**config.mk**
```make
export PLATFORM = sky130hd
export DESIGN_NAME = pixel_desaturate_tint
export DESIGN_NICKNAME = d
export VERILOG_FILES = /design/src/rtl/pdt_pkg.sv /design/src/rtl/pixel_desaturate_tint.sv /design/src/rtl/pdt_luma.sv /design/src/rtl/pdt_blend.sv
export SDC_FILE = /design/constraint.sdc
export NUM_CORES = 2
export LEC_CHECK = 0
export BUFFER_PORTS_ARGS = -buffer_cell sky130_fd_sc_hd__clkbuf_2
export CAP_MARGIN = 20
export CORE_MARGIN = 3
export CORE_UTILIZATION = 50
export DETAILED_ROUTE_END_ITERATION = 7
export PLACE_DENSITY = 0.63
export REMOVE_ABC_BUFFERS = 1
export SLEW_MARGIN = 15
export SYNTH_ARGS = -nofsm -noshare
export SYNTH_HDL_FRONTEND = slang
export SYNTH_SLANG_ARGS = --single-unit
```
**constraint.sdc**
```tcl
create_clock -name clk -period 11.28 [get_ports clk]
set_input_delay 0.564 -clock clk [delete_from_list [all_inputs] [get_ports clk]]
set_output_delay 0.564 -clock clk [all_outputs]
set_load 0.03 [all_outputs]
```
**src/rtl/pdt_pkg.sv**
```systemverilog
// Shared types and constants for the pixel desaturate and tint pipeline.
`timescale 1ns / 1ps
`default_nettype none

package pdt_pkg;

  typedef logic [7:0] chan_t;
  typedef chan_t [2:0] rgb_t;

  typedef struct packed {
    logic valid;
    logic clear;
  } pdt_ctl_t;

  typedef enum logic [2:0] {
    CFG_SATURATION     = 3'd0,
    CFG_TINT_INTENSITY = 3'd1,
    CFG_TINT_RED       = 3'd2,
    CFG_TINT_GREEN     = 3'd3,
    CFG_TINT_BLUE      = 3'd4,
    CFG_KEY_FILL       = 3'd5
  } cfg_reg_t;

  localparam int CfgIndexWidth = 3;
  localparam int ChanWidth     = 8;

  localparam chan_t LUMA_RED   = 8'd79;
  localparam chan_t LUMA_GREEN = 8'd156;
  localparam chan_t LUMA_BLUE  = 8'd21;

  localparam chan_t KEY_RED   = 8'd255;
  localparam chan_t KEY_GREEN = 8'd0;
  localparam chan_t KEY_BLUE  = 8'd255;

  localparam chan_t SATURATION_RESET     = 8'd255;
  localparam chan_t TINT_INTENSITY_RESET = 8'd0;
  localparam chan_t TINT_COLOR_RESET     = 8'd0;
  localparam logic  KEY_FILL_RESET       = 1'b1;

  localparam logic [16:0] ROUND_BIAS = 17'd255;

endpackage

`default_nettype wire

```
**src/rtl/pixel_desaturate_tint.sv**
```systemverilog
// Top level: config registers, luma, desaturate, tint and key-fill output stages.
//
// One pixel is taken on every clock (busy stays low) and its result appears
// on the out_* ports with done high after passing through the luma,
// desaturate, tint and key-fill output registers. Results cannot be
// held off. Configuration writes are always ready and should be made while
// no pixel is in flight.
`timescale 1ns / 1ps
`default_nettype none

module pixel_desaturate_tint
  import pdt_pkg::*;
(
  input  wire logic                     clk,
  input  wire logic                     rst,
  input  wire logic                     start,
  output      logic                     busy,
  input  wire logic [7:0]               pixel_red,
  input  wire logic [7:0]               pixel_green,
  input  wire logic [7:0]               pixel_blue,
  input  wire logic                     mask_clear,
  output      logic                     done,
  output      logic [7:0]               out_red,
  output      logic [7:0]               out_green,
  output      logic [7:0]               out_blue,
  output      logic                     out_clear,
  input  wire logic                     cfg_valid,
  output      logic                     cfg_ready,
  input  wire logic [CfgIndexWidth-1:0] cfg_index,
  input  wire logic [ChanWidth-1:0]     cfg_data
);

  chan_t saturation;
  chan_t tint_intensity;
  rgb_t  tint_color;
  logic  key_fill;

  pdt_ctl_t luma_ctl;
  rgb_t     luma_pixel;
  chan_t    gray;
  pdt_ctl_t desat_ctl;
  rgb_t     desat_pixel;
  pdt_ctl_t tint_ctl;
  rgb_t     tint_pixel;

  assign busy      = 1'b0;
  assign cfg_ready = 1'b1;

  always_ff @(posedge clk) begin
    if (rst) begin
      saturation     <= SATURATION_RESET;
      tint_intensity <= TINT_INTENSITY_RESET;
      tint_color     <= {3{TINT_COLOR_RESET}};
      key_fill       <= KEY_FILL_RESET;
    end else if (cfg_valid && cfg_ready) begin
      unique case (cfg_reg_t'(cfg_index))
        CFG_SATURATION:     saturation     <= cfg_data;
        CFG_TINT_INTENSITY: tint_intensity <= cfg_data;
        CFG_TINT_RED:       tint_color[0]  <= cfg_data;
        CFG_TINT_GREEN:     tint_color[1]  <= cfg_data;
        CFG_TINT_BLUE:      tint_color[2]  <= cfg_data;
        CFG_KEY_FILL:       key_fill       <= cfg_data[0];
        default: ;
      endcase
    end
  end

  pdt_luma u_luma (
    .clk     (clk),
    .rst     (rst),
    .accept  (start && !busy),
    .pixel   ({pixel_blue, pixel_green, pixel_red}),
    .clear   (mask_clear),
    .ctl     (luma_ctl),
    .pixel_q (luma_pixel),
    .gray    (gray)
  );

  pdt_blend u_desat (
    .clk      (clk),
    .rst      (rst),
    .in_ctl   (luma_ctl),
    .color_a  (luma_pixel),
    .weight_a (saturation),
    .color_b  ({3{gray}}),
    .weight_b (~saturation),
    .out_ctl  (desat_ctl),
    .color_q  (desat_pixel)
  );

  pdt_blend u_tint (
    .clk      (clk),
    .rst      (rst),
    .in_ctl   (desat_ctl),
    .color_a  (desat_pixel),
    .weight_a (~tint_intensity),
    .color_b  (tint_color),
    .weight_b (tint_intensity),
    .out_ctl  (tint_ctl),
    .color_q  (tint_pixel)
  );

  always_ff @(posedge clk) begin
    if (rst) begin
      done <= 1'b0;
    end else begin
      done <= tint_ctl.valid;
    end
    out_clear <= tint_ctl.clear;
    if (tint_ctl.clear && key_fill) begin
      out_red   <= KEY_RED;
      out_green <= KEY_GREEN;
      out_blue  <= KEY_BLUE;
    end else begin
      out_red   <= tint_pixel[0];
      out_green <= tint_pixel[1];
      out_blue  <= tint_pixel[2];
    end
  end

  a_request_to_done: assert property (@(posedge clk) disable iff (rst)
    (start && !busy) |-> ##4 done)
    else $error("accepted request did not produce a result");

  a_done_has_request: assert property (@(posedge clk) disable iff (rst)
    done |-> $past(start && !busy, 4))
    else $error("result without a matching request");

  a_clear_follows: assert property (@(posedge clk) disable iff (rst)
    done |-> out_clear == $past(mask_clear, 4))
    else $error("mask bit lost in pipeline");

  a_key_fill: assert property (@(posedge clk) disable iff (rst)
    (done && out_clear && key_fill && $stable(key_fill))
      |-> (out_red == KEY_RED && out_green == KEY_GREEN && out_blue == KEY_BLUE))
    else $error("transparent pixel not replaced by key color");

endmodule

`default_nettype wire

```
**src/rtl/pdt_luma.sv**
```systemverilog
// Input stage: register the pixel and its luma gray level.
`timescale 1ns / 1ps
`default_nettype none

module pdt_luma
  import pdt_pkg::*;
(
  input  wire logic     clk,
  input  wire logic     rst,
  input  wire logic     accept,
  input  wire rgb_t     pixel,
  input  wire logic     clear,
  output pdt_ctl_t      ctl,
  output rgb_t          pixel_q,
  output chan_t         gray
);

  logic [15:0] luma_sum;

  always_comb begin
    luma_sum = {8'b0, pixel[0]} * {8'b0, LUMA_RED}
             + {8'b0, pixel[1]} * {8'b0, LUMA_GREEN}
             + {8'b0, pixel[2]} * {8'b0, LUMA_BLUE};
  end

  always_ff @(posedge clk) begin
    if (rst) begin
      ctl <= '0;
    end else begin
      ctl.valid <= accept;
      ctl.clear <= clear;
    end
    pixel_q <= pixel;
    gray    <= luma_sum[15:8];
  end

endmodule

`default_nettype wire

```
**src/rtl/pdt_blend.sv**
```systemverilog
// Blend stage: weighted mix of two colors per channel with rounding.
`timescale 1ns / 1ps
`default_nettype none

module pdt_blend
  import pdt_pkg::*;
(
  input  wire logic     clk,
  input  wire logic     rst,
  input  wire pdt_ctl_t in_ctl,
  input  wire rgb_t     color_a,
  input  wire chan_t    weight_a,
  input  wire rgb_t     color_b,
  input  wire chan_t    weight_b,
  output pdt_ctl_t      out_ctl,
  output rgb_t          color_q
);

  logic [2:0][16:0] mix_sum;
  rgb_t             mixed;

  always_comb begin
    for (int i = 0; i < 3; i++) begin
      mix_sum[i] = {9'b0, color_a[i]} * {9'b0, weight_a}
                 + {9'b0, color_b[i]} * {9'b0, weight_b}
                 + ROUND_BIAS;
      mixed[i]   = mix_sum[i][15:8];
    end
  end

  always_ff @(posedge clk) begin
    if (rst) begin
      out_ctl <= '0;
    end else begin
      out_ctl <= in_ctl;
    end
    // pass transparent pixels untouched
    color_q <= in_ctl.clear ? color_a : mixed;
  end

endmodule

`default_nettype wire
```
==> metrics.md <==
| Metric | Value |
|---|---|
| Detail Placement HPWL | 53500 µm |
| Layout Skew | 0.0141 ns |
| Mean post-synth cell area | 9.15 µm² |
| I/O pin total | 68 |
| Data required, critical path | 11.63 ns |
| Post-synth ARST share | 0% |
| CTS Buf Count | 17 |
| DIE WIDTH | 248 µm |
| Gate count of the mapped netlist | 3202 |
| Ratio of cells with drive above 1 in the final layout | 4.49% |
| Area growth from synthesis to layout | 5.19% |
| Port Buf Inserts | 65 |
| # rows | 88 |
| Max frequency | 0.117 GHz |
| Fin worst setup slack | 2.70 ns |
| GR Overflow Total | 0 |
| Worst R2R Setup Slack | 2.70 ns |
| Residual DRC count | 0 |
| Max Root-Sink Buffers | 2 |
| Tot GR Track Use | 23.4% |
| Most common cell after layout, fill and taps aside | inv_1 |
| CP Class | register to register |
| Filler cells | 5304 |
| Element type at the critical path start | register |
| CP most frequent cell | fa_1 |
| Slowest CP cell | dfxtp_1 |
| Final Wtd Congestion | 0.865 |
| Worst Tran Pin Value | 1.09 ns |
| WL per Instance | 17.0 µm |
| Max-capacitance violation count | 0 |
| Antenna diodes | 0 |
| Slew Viols, Final | 0 |
| Vias per Instance | 5.16 |
| Post-synth EDFFs | 0 |
| CTS tree | yes |
| Initial Utilization | 50.7% |
| Most frequent cells in the layout | 743 x inv_1, 559 x fa_1, 383 x ha_1 |
| Crit-path max cell delay | 0.75 ns |
| Register area share after synthesis | 10.5% |
| FF+latch area | 0.00307 mm² |
| Slew margin rel. | 27.3% |
| Unrepaired setup endpoints after global routing | false |
| Clk root buf | clkbuf_16 |
| ANT nets after route | 0 |
| Largest net degree at the start of global routing | 50 |
| Nets | 4151 |
| Endpoints failing setup | 0 |
| Distinct cells, synth | 66 |
| Vias in the first global route | 22400 |
| Main synth FF type | dfxtp_1 |
| CP Capture Type | register |
| DIE AREA | 0.0615 mm² |
| Die Y | 248 µm |
| Critical Path AT | 8.93 ns |
| Synth Warn # | 0 |
| CTS resizes | 0 |
| Core area | 0.0578 mm² |
| Final worst path period share | 76.1% |
| CTS H-Tree Depth | 4 |
| First drt pass iteration count | 5 |
| Worst Hold Class | input port to register |
| Mapped cell area | 0.0293 mm² |
| Final hold violation count | 0 |
| Antenna violations before repair | 1 |
| Area of the multi-input gates | 0.0229 mm² |
| Status | complete, no violations |
| WL final | 67100 µm |
| Num Clock Sinks | 153 |
| DRC marker count from the first detailed-route iteration | 977 |
| Clock Pin Slew Worst Setup and Hold Paths | 0.07 ns |
| First-pass GRT wire length | 113000 µm |
| Critical Path Fanout Max | 19 |
| Post-CTS setup buffers | 0 |
| Via Count | 20400 |
| Min Clock Period, post-route | 8.58 ns |
| Cts hold-fix bufs | 0 |
| Post-route setup TNS | 0 ns |
| #FFs+latches synth | 153 |
| Worst-skew pair later-pin latency | 0.49 ns |
| DP Worst Slack | 2.73 ns |
==> per-stage QoR <==
stage / cells / util, % / hold WS (ns) / cell area, µm²
after floorplan: 3065 / - / 0.331 / 28800
after global placement: 3915 / 52.3 / 0.355 / 30200
after detailed placement: 3915 / 52.3 / 0.353 / 30200
after CTS: 3947 / 53.3 / 0.210 / 30800
after global routing: 3947 / 53.3 / 0.225 / 30800
final: 3947 / 53.3 / 0.242 / 30800
==> worst max-delay path: cells and delay by family (launching register included) <==
| family | cells | cell delay (ns) |
|---|---|---|
| adders and majority gates | 10 | 4.26 |
| and+or+nand+nor | 2 | 0.26 |
| buffers and inverters | 5 | 0.56 |
| AOI/OAI and AO/OA | 8 | 1.44 |
| xor gates and xnor gates | 3 | 1.16 |
| DFF | 1 | 0.75 |
==> layer usage <==
metal	up-vias	wire length (µm)	GRT usage [%]
li1	9450	-	-
met1	10400	28300	29.3
met2	406	34200	41.7
met3	103	2610	3.21
met4	0	2000	7.55
met5	-	0	0
==> registers in the layout (all words and copies together), names as in the netlist, 2 cells and up <==
register         flops
tint_color          24
saturation           8
u_tint.color_q      24
out_green            8
out_blue             8
tint_intensity       8
out_red              8
u_luma.gray          8
u_tint.out_ctl       2
u_desat.color_q     24
u_luma.pixel_q      24
u_desat.out_ctl      2
u_luma.ctl           2
==> cell type report <==
class | instances | share of cell area (%)
clock buffers | 17 | 1.38
clock inverters | 15 | 0.589
inverters | 743 | 9.05
multi-input cells | 2169 | 74.4
flip-flops and latches | 153 | 9.95
well taps | 765 | 3.11
repair buffers | 85 | 1.54
==> synthesized netlist by cell type, drive strengths merged (39+ instances only) <==
master  count  area [µm²]
buf        39         155
and2      153         957
nand2b    143         895
nand2     373        1400
fa        559       11200
o21ai      50         250
clkbuf     98         370
xnor2      56         490
nor2       43         164
a21oi      59         299
dfxtp     153        3060
nor2b     150         938
ha        383        4790
inv       743        2790
==> cell families after synthesis <==
group,count (synthesis),share of synthesized area [%]
adder cells (fa/ha/maj),942,54.6
other,2,0.0256
flip-flops,153,10.5
buffers and inverters,880,11.3
multiplexers,1,0.0384
AO/OA/AOI/OAI,204,4.62
AND/OR/NAND/NOR,940,16.6
XOR/XNOR,80,2.39
==> worst paths after layout <==
check,start,endpoint,cells past startpoint
setup / recovery,saturation[2]$_SDFFE_PP1P_,u_desat.color_q[6]$_DFF_P_,28
setup reg to reg,saturation[2]$_SDFFE_PP1P_,u_desat.color_q[6]$_DFF_P_,28
hold / removal,pixel_blue[0],u_luma.pixel_q[16]$_DFF_P_,1
hold reg to reg,u_tint.out_ctl[0]$_SDFF_PP0_,out_clear$_DFF_P_,0
Power is not shown: default switching activity piles up to over one toggle a cycle in this logic, so the estimate is an artifact.
